<file path="src/rtl/htq_pkg.sv">
// ----------------------------------------------------------------------------
// htq_pkg
// Shared types and constants for the terrain height query unit.
// ----------------------------------------------------------------------------
package htq_pkg;

    localparam int CFG_IDX_W = 3;

    localparam logic [CFG_IDX_W-1:0] CFG_TERRAIN_SIZE_X = 3'd0;
    localparam logic [CFG_IDX_W-1:0] CFG_TERRAIN_SIZE_Z = 3'd1;
    localparam logic [CFG_IDX_W-1:0] CFG_HEIGHT_SCALE   = 3'd2;
    localparam logic [CFG_IDX_W-1:0] CFG_ORIGIN_X       = 3'd3;
    localparam logic [CFG_IDX_W-1:0] CFG_ORIGIN_Y       = 3'd4;
    localparam logic [CFG_IDX_W-1:0] CFG_ORIGIN_Z       = 3'd5;

    localparam logic OP_QUERY = 1'b0;
    localparam logic OP_WRITE = 1'b1;

    localparam logic [16:0] FRAC_ONE = 17'h10000;

    typedef struct packed {
        logic               opcode;
        logic signed [31:0] point_x;
        logic signed [31:0] point_z;
        logic [7:0]         sample_column;
        logic [7:0]         sample_row;
        logic [15:0]        sample_value;
    } req_t;

    typedef struct packed {
        logic               on_terrain;
        logic signed [31:0] height;
    } resp_t;

    // Request side-band carried alongside the axis pipelines
    typedef struct packed {
        logic        vld;
        logic        wr;
        logic [7:0]  col;
        logic [7:0]  row;
        logic [15:0] value;
    } item_meta_t;

    typedef struct packed {
        logic vld;
        logic on;
    } pipe_ctl_t;

    typedef struct packed {
        logic        we;
        logic [7:0]  col;
        logic [7:0]  row;
        logic [15:0] wdata;
    } mem_cmd_t;

    typedef struct packed {
        logic        vld;
        logic        on;
        logic        pc;
        logic        pr;
        logic [16:0] u;
        logic [16:0] v;
    } blend_in_t;

endpackage

</file>
<file path="src/rtl/htq_axis.sv">
// ----------------------------------------------------------------------------
// htq_axis
// One axis: local offset, scaling by the grid span and a pipelined restoring
// divider giving cell index and 1.16 fraction.
// ----------------------------------------------------------------------------
module htq_axis #(
    parameter int GRID_POINTS = 256
) (
    input  logic                              clk,
    input  logic                              en,
    input  logic signed [31:0]                point,
    input  logic [31:0]                       size,
    input  logic signed [31:0]                origin,
    output logic                              on,
    output logic [$clog2(GRID_POINTS)-1:0]    cell_idx,
    output logic [16:0]                       frac
);

    localparam int GW = $clog2(GRID_POINTS);
    localparam int QB = GW + 16;
    localparam logic [GW-1:0] GRID_LAST = GW'(GRID_POINTS - 1);
    localparam logic [GW-1:0] CELL_MAX  = GW'(GRID_POINTS - 2);

    logic signed [33:0] l_reg;
    logic signed [33:0] l_next;
    logic               on_next;
    logic [31+GW:0]     t_next;

    logic [31:0]        rem_reg [0:QB-1];
    logic [QB-1:0]      low_reg [0:QB];
    logic               on_reg  [0:QB];

    logic [GW-1:0]      cell_raw;

    always_comb
    begin
        l_next = {{2{point[31]}}, point} + {2'b00, 1'b0, size[31:1]}
               - {{2{origin[31]}}, origin};
        on_next = (size != 32'd0) && !l_reg[33] && (l_reg <= $signed({2'b00, size}));
        t_next  = (32 + GW)'(l_reg[31:0]) * (32 + GW)'(GRID_LAST);
    end

    always_ff @(posedge clk)
    begin
        if (en)
        begin
            l_reg      <= l_next;
            rem_reg[0] <= t_next[31+GW:GW];
            low_reg[0] <= {t_next[GW-1:0], 16'd0};
            on_reg[0]  <= on_next;
        end
    end

    for (genvar i = 0; i < QB; i++)
    begin : g_div
        logic [32:0] rs;
        logic        ge;

        always_comb
        begin
            rs = {rem_reg[i], low_reg[i][QB-1]};
            ge = (rs >= {1'b0, size});
        end

        always_ff @(posedge clk)
        begin
            if (en)
            begin
                low_reg[i+1] <= {low_reg[i][QB-2:0], ge};
                on_reg[i+1]  <= on_reg[i];
            end
        end

        if (i < QB - 1)
        begin : g_rem
            always_ff @(posedge clk)
            begin
                if (en)
                begin
                    rem_reg[i+1] <= ge ? 32'(rs - {1'b0, size}) : rs[31:0];
                end
            end
        end
    end

    always_comb
    begin
        cell_raw = low_reg[QB][QB-1:16];
        on       = on_reg[QB];
        if (cell_raw == GRID_LAST)
        begin
            cell_idx = CELL_MAX;
            frac     = htq_pkg::FRAC_ONE;
        end
        else
        begin
            cell_idx = cell_raw;
            frac     = {1'b0, low_reg[QB][15:0]};
        end
    end

endmodule

</file>
<file path="config.mk">
export PLATFORM = sky130hd
export DESIGN_NAME = htq_axis
export DESIGN_NICKNAME = d
export VERILOG_FILES = /design/src/rtl/htq_pkg.sv /design/src/rtl/htq_axis.sv
export SDC_FILE = /design/constraint.sdc
export NUM_CORES = 2
export LEC_CHECK = 0
export ABC_CLOCK_PERIOD_IN_PS = 12300
export BUFFER_PORTS_ARGS = -buffer_cell sky130_fd_sc_hd__buf_4
export CAP_MARGIN = 20
export CORE_MARGIN = 4
export CORE_UTILIZATION = 25
export CTS_CLUSTER_SIZE = 24
export DETAILED_ROUTE_END_ITERATION = 16
export HOLD_SLACK_MARGIN = 0.12
export PLACE_DENSITY = 0.45
export SLEW_MARGIN = 20
export SYNTH_ARGS = -nofsm -noshare
export SYNTH_HDL_FRONTEND = slang
export SYNTH_SLANG_ARGS = --single-unit
</file>
<file path="constraint.sdc">
create_clock -name clk -period 12.3 [get_ports clk]
set_input_delay 1.23 -clock clk [delete_from_list [all_inputs] [get_ports clk]]
set_output_delay 1.23 -clock clk [all_outputs]
set_load 0.005 [all_outputs]
</file>
# Word level (Yosys, flattened, before mapping)
# Memories as Yosys holds them, arrays and structs flattened.
# Index checks and enable logic that the tools add are counted.
[word_totals] inputBits=98 reg_bits=34 mem_count=3 out_inout_bits=26 rom_bits=0 ram_bits=1393 latch_bits=0
[mem_list] memory="rem_reg" words=24 word_bits=32 rd=24 rd_ports_with_merged_regs=0 wr=24 line="htq_axis.sv:29" text="logic [31:0] rem_reg [0:QB-1];"
[mem_list] memory="low_reg" words=25 word_bits=24 rd=25 rd_ports_with_merged_regs=0 wr=25 line="htq_axis.sv:30" text="logic [QB-1:0] low_reg [0:QB];"
[mem_list] memory="on_reg" words=25 word_bits=1 rd=25 rd_ports_with_merged_regs=0 wr=25 line="htq_axis.sv:31" text="logic on_reg [0:QB];"
[classes] n_mux=27 bitwise=0 n_addsub=25 n_shift=0 n_eq_ne=1 n_reduce_logical=4 mul=1 div_mod_pow=0 n_lt_le_gt_ge=25
[ops] cell="$ge 33x32->1" n=24
[ops] cell="$mux 32" n=23
[ops] cell="$sub 32x32->32" n=23
[ops] cell="$mul 32x8->40 const B" n=1
[ops] cell="$le 34x33->1" n=1
[ops] cell="$sub 33x32->34" n=1
[ops] cell="$add 32x32->33" n=1
[ops] cell="$reduce_bool 32->1" n=1
[ops] cell="$mux 17" n=1
[ops] cell="$eq 8x8->1 const B" n=1
[ops] cell="$mux 8" n=1
[ops] cell="$logic_and 1x1->1" n=2
[ops] cell="$mux 1" n=2
[ops] cell="$logic_not 1->1" n=1

# Depth between registers and ports, before layout
[logic_depth] depth_word=3 depth_mapped=19 depth_no_buf=19

# Worst setup path before layout
# OpenSTA, ideal clock, no wires.
[synth_path] kind="flip-flop to flip-flop" start="register l_reg[7]" end="memory rem_reg[0][30], data pin" path_slack_ps=6900 setup_ps=264 stages_incl_launch_ff=19 required_ps=12036 arrival_time_ps=5136 cell_sequence="edfxtp_1 inv_1 fa_1 fa_1 inv_1 fa_1 inv_1 fa_1 inv_1 ha_1 a211o_1 a211oi_1 o31a_1 o311a_1 o22ai_1 a21oi_1 o311ai_1 a221oi_1 xnor2_1"
[synth_rtl] item="start, declared" line="htq_axis.sv:24" text="logic signed [33:0] l_reg;"
[synth_rtl] item="start signal, assigned" line="htq_axis.sv:47" text="l_reg <= l_next;"
[synth_rtl] item="end, declared" line="htq_axis.sv:29"

==> results_dict.tcl <==
set metrics [dict create \
    place_area_mm2 0.0972 \
    route.detailed.drc 0 \
    r2r_end "rem_reg[0][30]" \
    dp_hpwl_um 214000 \
    yosys.area.top_type "edfxtp_1" \
    io_pins 124 \
    crit_arrival_ns 6.93 \
    vias 68200 \
    max-cap-violations 0 \
    slew_headroom_pct 24.2 \
    yosysWarnings 0 \
    cts_buffers 159 \
    post-cts-setup-buffers 0 \
    required_ns 12.87 \
    hp-start "low_reg[1][111]" \
    max_freq_mhz 157 \
    avgSynthCellArea_um2 10.3 \
    finalClockSkew_ns 0.0351 \
    synth_nets 9937 \
    gp_congestion 0.891 \
    drt_iter0_drc 4534 \
    grt_pass1_vias 68000 \
    die_height_um 609 \
    rr_worst_depth 18 \
    r2r_slack_ns 5.94 \
    worst_pin_slew_ns 1.14 \
    synth_cells 8741 \
    fin_crit_sh_pct 51.7 \
    io_buffers 123 \
    worstHoldPathType "register to register" \
    ctsLongestPathBuffers 4 \
    synth-seq-area-share_pct 38.7 \
    firstDrtPassIters 8 \
    ys_seq_elements 1163 \
    r2r-start "l_reg[6]" \
    period_minus_slack_ns 6.36 \
    layout-drive-gt1-share_pct 10.9 \
    clock-sinks 1163 \
    slew_viol_final 0 \
    holdPathStages 0 \
    async_flop_share_pct 0 \
    ys_types 111 \
    clkTransAtPathRegs_ns 0.06 \
    rsz0062_at_grt "no" \
    cts_max_level 4 \
    ant_nets 0 \
    grt_pass1_wl_um 438000 \
    overflow 0 \
    die_w_um 609 \
    syn_to_final_growth_pct 13.4 \
    root_buffer "clkbuf_16" \
    antenna_found_initial 16 \
    core_area_mm2 0.359 \
    cts_tree "done" \
    syn-cell-area_mm2 0.0903 \
    fillCellCount 37600 \
    post_drt_via_cell_ratio 4.94 \
    wire_per_inst_um 21.5 \
    finalNetCount 10100 \
    stdcell_area_mm2 0.102 \
    tns_ns 0 \
    crit_fanout 6 \
    die-area_mm2 0.371 \
    largest_register_ffs 768 \
    start_kind "register" \
    synth_top_area_share_pct 38.7 \
    drt_wl_total_um 296000 \
    cts.hold.buffers_added 0 \
    status "finished clean" \
    grt_max_degree 150 \
    worstSetupPathType "register to register" \
    cts.repair.resized 0 \
    synthFlopType "edfxtp_1" \
    clk_latency_ns 0.86 \
    finalSetupViolCount 0 \
    synth-edff-count 1163 \
    start_util_pct 25.1 \
    rows 220 \
    finalHoldViolCount 0 \
    grt_use_total_pct 15.4 \
    synth_area_leaders "edfxtp_1, ha_1, mux2_2" \
    end_kind "register" \
    hold_end "low_reg[1][136]" \
]
[critical path, cell delays in order (launching register included)]
cell and delay, ns:
edfxtp_1 0.41, inv_1 0.26, fa_1 0.55, fa_1 0.56, inv_1 0.05, fa_1 0.52, inv_1 0.05, fa_1 0.52
inv_1 0.04, ha_1 0.34, a211o_1 0.31, a211oi_1 0.34, o31a_1 0.30, o311a_1 0.25, o22ai_1 0.18, a21oi_1 0.66
o311ai_1 0.28, a221oi_1 0.34, xnor2_1 0.11
[routing by layer]
layer | routed length, µm | share of wire (%) | GRT usage (%)
met4 | 9490 | 3.2 | 4.79
met2 | 143000 | 48 | 26.7
met5 | 0 | 0 | 0
met1 | 131000 | 44 | 20.1
met3 | 12300 | 4.2 | 1.75
[metrics by stage]
step	setup slack (ns)	utilization, %	hold WS (ns)	cells
floorplan	6.90	-	0.400	8741
global placement	5.69	27.0	0.400	13500
detailed placement	5.76	27.0	0.405	13500
CTS	5.92	28.5	0.401	13800
global route	5.56	28.5	0.404	13800
finish	5.94	28.5	0.402	13800
[layout by cell type, fill, tap and decap left out, types with 160 or more instances in the layout]
cell type	Yosys	final
buf_4	12	195
o21ai_0	490	490
ha_1	894	894
inv_1	604	573
nand3_1	161	161
edfxtp_1	1163	1163
xor2_1	230	230
clkbuf_16	0	160
nand2_1	526	525
xnor2_1	420	420
mux2_2	376	376
nor2_1	580	579
a21oi_1	784	783
a21o_1	427	426
fa_1	204	204
[cell usage after synthesis, types with 42 or more instances]
| cell type | n |
|---|---|
| edfxtp_1 | 1163 |
| ha_1 | 894 |
| a21oi_1 | 784 |
| inv_1 | 604 |
| nor2_1 | 580 |
| nand2_1 | 526 |
| o21ai_0 | 490 |
| a21o_1 | 427 |
| xnor2_1 | 420 |
| mux2_2 | 376 |
| xor2_1 | 230 |
| fa_1 | 204 |
| nand3_1 | 161 |
| nor2b_1 | 142 |
| nand4_1 | 140 |
| o21a_1 | 133 |
| clkbuf_1 | 120 |
| nor3_1 | 113 |
| nand2b_1 | 96 |
| o21bai_1 | 83 |
| a31oi_1 | 71 |
| and3_1 | 70 |
| a211oi_1 | 58 |
| buf_2 | 56 |
| o31ai_1 | 45 |
| nor4_1 | 42 |
| o211ai_1 | 42 |
[final cells by class]
cell class	instances	area, µm²	share of cell area [%]
multi-input combinational	6768	52300	51.1
timing repair buffer	205	1690	1.65
inverter	608	2290	2.23
tap	4773	5970	5.83
clock buffer	183	4090	3.99
antenna	5	12.5	0.0122
clock inverter	103	1120	1.09
sequential	1163	34900	34.1
[how the worst max path moves through the flow]
stage                         from               to  cells after the start  slack [ns]
after floorplan           l_reg[7]   rem_reg[0][30]                     18        6.90
after global placement     size[1]  rem_reg[2][126]                     14        5.69
after CTS                 l_reg[6]   rem_reg[0][30]                     18        5.92
after global routing      l_reg[6]   rem_reg[0][30]                     18        5.56
after detailed placement   size[1]   rem_reg[2][48]                     15        5.76
final                     l_reg[6]   rem_reg[0][30]                     18        5.94
[logic make-up after synthesis]
logic type / after synthesis / synth area share [%]
mux: 450 / 5.61
xor+xnor: 650 / 6.30
fa+ha+maj: 1098 / 16.9
simple gates: 2056 / 11.0
buf+inv: 810 / 3.58
flops: 1163 / 38.7
compound gates: 2514 / 18.0
Power is left out: the tool's default activity adds up to more than one toggle a clock period on the data nets, which glitch-free logic cannot reach.
