$ cat src/rtl/htq_pkg.sv
// ----------------------------------------------------------------------------
// htq_pkg
// Shared types and constants for the terrain height query unit.
// ----------------------------------------------------------------------------
package htq_pkg;

    localparam int CFG_IDX_W = 3;

    localparam logic [CFG_IDX_W-1:0] CFG_TERRAIN_SIZE_X = 3'd0;
    localparam logic [CFG_IDX_W-1:0] CFG_TERRAIN_SIZE_Z = 3'd1;
    localparam logic [CFG_IDX_W-1:0] CFG_HEIGHT_SCALE   = 3'd2;
    localparam logic [CFG_IDX_W-1:0] CFG_ORIGIN_X       = 3'd3;
    localparam logic [CFG_IDX_W-1:0] CFG_ORIGIN_Y       = 3'd4;
    localparam logic [CFG_IDX_W-1:0] CFG_ORIGIN_Z       = 3'd5;

    localparam logic OP_QUERY = 1'b0;
    localparam logic OP_WRITE = 1'b1;

    localparam logic [16:0] FRAC_ONE = 17'h10000;

    typedef struct packed {
        logic               opcode;
        logic signed [31:0] point_x;
        logic signed [31:0] point_z;
        logic [7:0]         sample_column;
        logic [7:0]         sample_row;
        logic [15:0]        sample_value;
    } req_t;

    typedef struct packed {
        logic               on_terrain;
        logic signed [31:0] height;
    } resp_t;

    // Request side-band carried alongside the axis pipelines
    typedef struct packed {
        logic        vld;
        logic        wr;
        logic [7:0]  col;
        logic [7:0]  row;
        logic [15:0] value;
    } item_meta_t;

    typedef struct packed {
        logic vld;
        logic on;
    } pipe_ctl_t;

    typedef struct packed {
        logic        we;
        logic [7:0]  col;
        logic [7:0]  row;
        logic [15:0] wdata;
    } mem_cmd_t;

    typedef struct packed {
        logic        vld;
        logic        on;
        logic        pc;
        logic        pr;
        logic [16:0] u;
        logic [16:0] v;
    } blend_in_t;

endpackage

$ cat src/rtl/htq_blend.sv
// ----------------------------------------------------------------------------
// htq_blend
// Triangle selection, barycentric blend of three corners and scaling by the
// full-scale height. Three register stages.
// ----------------------------------------------------------------------------
module htq_blend (
    input  logic                clk,
    input  logic                rst_n,
    input  logic                en,
    input  htq_pkg::blend_in_t  bin,
    input  logic [15:0]         rdata [0:3],
    input  logic [31:0]         height_scale,
    output htq_pkg::pipe_ctl_t  ctl,
    output logic [63:0]         product
);

    htq_pkg::pipe_ctl_t ctl1_reg, ctl2_reg, ctl3_reg;

    logic [15:0]        base_reg, base_next;
    logic signed [34:0] pa_reg, pa_next;
    logic signed [34:0] pb_reg, pb_next;
    logic [31:0]        s_reg, s_next;
    logic [63:0]        prod_reg;

    logic [15:0]        h00, h10, h01, h11;
    logic               left;
    logic signed [34:0] da, db, ma, mb;
    logic signed [35:0] sum;

    always_comb
    begin
        h00  = rdata[{bin.pr, bin.pc}];
        h10  = rdata[{bin.pr, ~bin.pc}];
        h01  = rdata[{~bin.pr, bin.pc}];
        h11  = rdata[{~bin.pr, ~bin.pc}];
        left = ({1'b0, bin.u} + {1'b0, bin.v}) <= {1'b0, htq_pkg::FRAC_ONE};
        if (left)
        begin
            base_next = h00;
            da = $signed({19'd0, h10}) - $signed({19'd0, h00});
            ma = $signed({18'd0, bin.u});
            db = $signed({19'd0, h01}) - $signed({19'd0, h00});
        end
        else
        begin
            base_next = h10;
            da = $signed({19'd0, h01}) - $signed({19'd0, h11});
            ma = $signed({18'd0, 17'(htq_pkg::FRAC_ONE - bin.u)});
            db = $signed({19'd0, h11}) - $signed({19'd0, h10});
        end
        mb      = $signed({18'd0, bin.v});
        pa_next = da * ma;
        pb_next = db * mb;

        sum = $signed({4'd0, base_reg, 16'd0}) + {pa_reg[34], pa_reg}
            + {pb_reg[34], pb_reg};
        s_next = sum[35] ? 32'd0 : sum[31:0];
    end

    always_ff @(posedge clk or negedge rst_n)
    begin
        if (!rst_n)
        begin
            ctl1_reg <= '0;
            ctl2_reg <= '0;
            ctl3_reg <= '0;
        end
        else if (en)
        begin
            ctl1_reg <= '{vld: bin.vld, on: bin.on};
            ctl2_reg <= ctl1_reg;
            ctl3_reg <= ctl2_reg;
        end
    end

    always_ff @(posedge clk)
    begin
        if (en)
        begin
            base_reg <= base_next;
            pa_reg   <= pa_next;
            pb_reg   <= pb_next;
            s_reg    <= s_next;
            prod_reg <= 64'(s_reg) * 64'(height_scale);
        end
    end

    assign ctl     = ctl3_reg;
    assign product = prod_reg;

endmodule
$ cat config.mk
export PLATFORM = sky130hd
export DESIGN_NAME = htq_blend
export DESIGN_NICKNAME = d
export VERILOG_FILES = /design/src/rtl/htq_pkg.sv /design/src/rtl/htq_blend.sv
export SDC_FILE = /design/constraint.sdc
export NUM_CORES = 2
export LEC_CHECK = 0
export ABC_AREA = 1
export BUFFER_PORTS_ARGS = -buffer_cell sky130_fd_sc_hd__buf_2
export CAP_MARGIN = 40
export CORE_MARGIN = 8
export CORE_UTILIZATION = 25
export DETAILED_ROUTE_END_ITERATION = 8
export GPL_TIMING_DRIVEN = 0
export PLACE_DENSITY_LB_ADDON = 0.15
export SLEW_MARGIN = 15
export SYNTH_ARGS = -nofsm -noshare
export SYNTH_HDL_FRONTEND = slang
export SYNTH_SLANG_ARGS = --single-unit
$ cat constraint.sdc
create_clock -name clk -period 15.43 [get_ports clk]
set_clock_uncertainty 0.2 [all_clocks]
set_input_delay 2.3145 -clock clk [delete_from_list [all_inputs] [get_ports clk]]
set_output_delay 2.3145 -clock clk [all_outputs]
set_load 0.01 [all_outputs]
; Word level (Yosys, flattened, before mapping)
; Cells that the tools add are included.
[op_classes]
addsub = 8
n_mul = 3
div = 0
magnitude_cmp = 5
n_eq_ne = 0
n_shift = 0
mux = 16
n_bitwise = 6
reduce_logical = 0
[op_table]
columns = cell, n
row1 = two-way mux 16 bit, 9
row2 = binary-select mux 16 bit (select 2 bit), 4
row3 = two-way mux 35 bit, 2
row4 = subtractor 16 x 16 -> 17 bit, 4
row5 = multiplier 32 x 32 -> 64 bit, 1
row6 = adder 33 x 35 -> 36 bit, 1
row7 = adder 36 bit, 1
row8 = multiplier 35 x 18 -> 35 bit, 1
row9 = multiplier 35 x 35 -> 35 bit, 1
row10 = adder 17 x 17 -> 18 bit, 1
row11 = "<= comparator 18 x 17 -> 1 bit, second input constant", 1
row12 = two-way mux 17 bit, 1
row13 = "subtractor 17 bit, first input constant", 1
row14 = "greater-or-equal comparator 3 bit, second input constant", 4
row15 = NOT 2 -> 3 bit, 4
row16 = NOT 1 bit, 2
[totals]
reg_bits = 188
latch_bits = 0
mem_bits_rw = 0
mem_bits_ro = 0
input_bits = 137
output_inout_bits = 66
word_cells = 49
n_memories = 0

; Longest topological paths before layout
[depth]
depth_word = 8
ltp_mapped = 47
mapped_depth_nobuf = 45

; Worst setup path after synthesis
; Ideal clock, no wire load.
[synth_path]
path_kind = input to register
startpoint = in bin[35] in the netlist's numbering
endpoint = reg pa_reg[34] (data pin)
setup_ns = 0.253
arrival_ns = 10.251
t_required_ns = 14.977
slack_ns = 4.726
cell_stages = 38
n_path_buf = 4
path_cell_list = clkbuf_1 > clkbuf_1 > clkbuf_1 > a21oi_1 > o21ai_0 > ha_1 > inv_1 > fa_1 > nand3_1 > nand3_1 > nand2_1 > nand2_1 > a21oi_1 > o21ai_0 > nand3_1 > o211ai_1 > o21ai_4 > buf_6 > [... 2 more ...] > fa_1 > inv_1 > fa_1 > fa_1 > fa_1 > inv_1 > fa_1 > inv_1 > ha_1 > nand2_1 > nor4_1 > nand3b_1 > nand3_1 > nand2_1 > o211ai_1 > nand4_1 > nand3b_1 > nand2_1
[synth_between]
elab_chain_cells = 8
word_cells_on_any_way = 21
cone_classes = add/sub: 2 / mul: 1 / mux: 13 / bitwise: 5
[synth_rtl]
columns = item, line
row1 = from (decl), htq_blend.sv:10  ; input htq_pkg::blend_in_t bin,
row2 = NOT 1 bit, "htq_blend.sv:33, htq_blend.sv:35"
row3 = NOT 2 -> 3 bit (on tied branches), "htq_blend.sv:35, htq_blend.sv:33"
row4 = binary-select mux 16 bit (select 2 bit) (on tied branches), "htq_blend.sv:35, htq_blend.sv:33"
row5 = two-way mux 16 bit (on tied branches) (2 in series), "htq_blend.sv:35, htq_blend.sv:33"
row6 = subtractor 16 x 16 -> 17 bit (on tied branches), "htq_blend.sv:47, htq_blend.sv:40"
row7 = two-way mux 35 bit (*), htq_blend.sv:37  ; if (left)
row8 = multiplier 35 x 35 -> 35 bit (*), htq_blend.sv:52  ; pa_next = da * ma;
row9 = via pa_next[34], htq_blend.sv:20  ; logic signed [34:0] pa_reg, pa_next;
row10 = to (signal assigned), htq_blend.sv:81  ; pa_reg <= pa_next;
row11 = to (decl), htq_blend.sv:20
; Mark *: on every way through the listed nets, which the timed path passes. The rest lies on a longest branch. The select of a mux whose other input is x is not followed.
; A chain may end at the register's enable or synchronous reset.

; Final worst setup path
; Same ends and word-level chain as after synthesis.

==> out/results.ini <==
[clocking]
post_cts_buffers = 0
h-tree-depth = 4
cts_buffers = 17
cts-root-buf = clkbuf_16
cts-resized-gates = 0
cts.reportedPaths.clkPinSlew_ns = 0.09
cts_max_path_buffers = 2
hold_buffers = 0
clock_sinks = 188
clk-insertion-delay-late_ns = 0.54
tritoncts = built

[final_layout]
final_nets = 11400
largest_register_ffs = 64
multiInputGateArea_um2 = 55000
drive_above_1_share = 0.0556
nFillCells = 31100
syn2layout_area_growth_pct = 10.7
seqCellArea_um2 = 5620

[routing]
vias = 58300
drc_errors = 0
viasPerCell = 4.52
firstDrtPassIters = 5
antenna_left = 0
routed_wl_mm = 298
first_iter_violations = 3852
wire_per_inst_um = 23.1

[floorplan]
initial_utilization = 0.251
io-pin-count = 203
core_area_um2 = 283000
die_w_um = 549
die_h_um = 549
dieArea_um2 = 301000
row_count = 195

[synth]
ys_ff_latch = 188
syn-num-nets = 11000
synth-main-ff-cell = edfxtp_1
syn-cell-area_um2 = 71000
syn_inst = 8800
avgSynthCellArea_um2 = 8.07
async_reset_ff_frac = 0.0319
yosys.cell_types.count = 49
synth_edf_count = 182
yosysWarnings = 0
ys_seq_area_frac = 0.0791

[timing]
drv_slew = 0
final.period_utilization = 0.795
slew_headroom = 0.316
rsz0062_at_grt = no
fin_tns_setup_ns = 0
tightest_slew_ns = 1.02
fmax_ghz = 0.0815
finalCriticalPeriod_ns = 12.27
setup_viol = 0
hold_viol_final = 0

[setup_path]
crit_fanout = 10
cp-start-kind = primary input
endpoint_kind = flop
crit_type = in2reg
crit_buf_inv = 8
crit_path_top_delay_cell = fa_1
max_stage_delay_ns = 0.76
arrival_ns = 12.38
required_ns = 15.54
crit_path_frequent_cell = fa_1
critPathTopFamily = adder cells

[worst_hold_path]
worstHoldPathType = reg2reg

[placement]
port_buffers = 200
hpwl_mm = 264
globalplace.congestion = 0.957

[global_route]
grt_max_degree = 100
grt_pass1_wl_mm = 432
grt_pass1_vias = 63000
overflow = 0
grtUsageTotal = 0.196
antenna_found_initial = 19

[job]
cap_violations = 0

[run_status]
status = completed

-- layer usage --
metal,global-route usage,vias to the layer above,share of wire
met5,0,-,0.000040
met4,0.0893,2,0.055
met3,0.0231,434,0.048
met2,0.342,1712,0.49
met1,0.241,29700,0.41
li1,-,26400,-
-- area by class of cell --
type / count / share of cell area
timing repair buffer: 312 / 0.0297
multi-input combinational: 5887 / 0.699
tap: 3743 / 0.0596
inverter: 2423 / 0.116
buffer: 302 / 0.0173
clock buffer: 17 / 0.00541
sequential: 188 / 0.0714
antenna: 1 / 0.0000318
clock inverter: 15 / 0.00194
-- path summary, 6_finish.rpt --
check	to	depth (start not counted)	slack [ns]	startpoint
max reg2reg	product[44]$_DFFE_PP_	25	6.20	s_reg[22]$_SDFFCE_PP0P_
min in group asynchronous	ctl[0]$_DFFE_PN0P_	1	1.38	rst_n
min reg2reg	ctl[0]$_DFFE_PN0P_	1	0.31	ctl[0]$_DFFE_PN0P_
min	ctl[0]$_DFFE_PN0P_	1	0.31	ctl[0]$_DFFE_PN0P_
max in group asynchronous	ctl2_reg[1]$_DFFE_PN0P_	1	13.50	rst_n
max	pa_reg[34]$_DFFE_PP_	38	3.16	bin[35]
-- logic make-up after synthesis --
| family | Yosys count | share of synthesized area |
|---|---|---|
| adders and majority gates | 2084 | 0.527 |
| xor gates and xnor gates | 224 | 0.0276 |
| buffers and inverters | 2725 | 0.147 |
| and+or+nand+nor | 2901 | 0.165 |
| DFF | 188 | 0.0791 |
| muxes | 2 | 0.000317 |
| AOI/OAI and AO/OA | 676 | 0.0547 |
-- synth_stat cells, types with 6 or more instances --
cell type	count	area share
clkbuf_1	242	0.013
edfxtp_1	182	0.077
buf_6	11	0.0017
xor2_1	139	0.017
a31oi_1	22	0.0019
nand3b_1	14	0.0015
o211ai_1	11	0.0012
nor3_1	33	0.0023
dfrtp_1	6	0.0021
inv_2	9	0.00048
nand3_1	295	0.021
a21boi_0	17	0.0018
o21bai_1	14	0.0015
a221oi_1	7	0.00086
nand2_2	44	0.0039
buf_4	22	0.0023
nand4_1	30	0.0026
xnor2_1	85	0.010
a21oi_1	282	0.020
o21ai_4	11	0.0025
o21ai_2	6	0.00074
o21a_1	14	0.0015
nor2_1	581	0.031
fa_1	1510	0.43
o21ai_0	228	0.016
inv_1	2414	0.13
buf_2	23	0.0016
nand3_2	9	0.0013
nand2_1	1869	0.099
o21ai_1	7	0.00049
nor4_1	16	0.0014
ha_1	574	0.10
a21o_1	39	0.0041
-- cell usage in the layout, fill, tap and decap left out, types with 182 or more instances in the layout --
cell type,instances
inv_1,2414
nand2_1,1869
fa_1,1510
nor2_1,581
ha_1,574
nand3_1,295
a21oi_1,282
buf_2,231
o21ai_0,228
clkbuf_1,227
edfxtp_1,182
-- stage by stage --
stage / utilization / setup slack [ns] / hold slack [ns] / instances / instance area (µm²)
2_1_floorplan: - / 4.73 / 0.278 / 8800 / 71000
3_3_place_gp: 0.271 / 2.46 / 0.289 / 12700 / 76700
3_5_place_dp: 0.276 / 2.56 / 0.293 / 12800 / 78000
4_1_cts: 0.278 / 3.15 / 0.315 / 12900 / 78600
5_1_grt: 0.278 / 2.65 / 0.335 / 12900 / 78600
6_report: 0.278 / 3.16 / 0.310 / 12900 / 78600
Power is not shown: default switching activity piles up to over one toggle a cycle in this logic, so the estimate is an artifact.
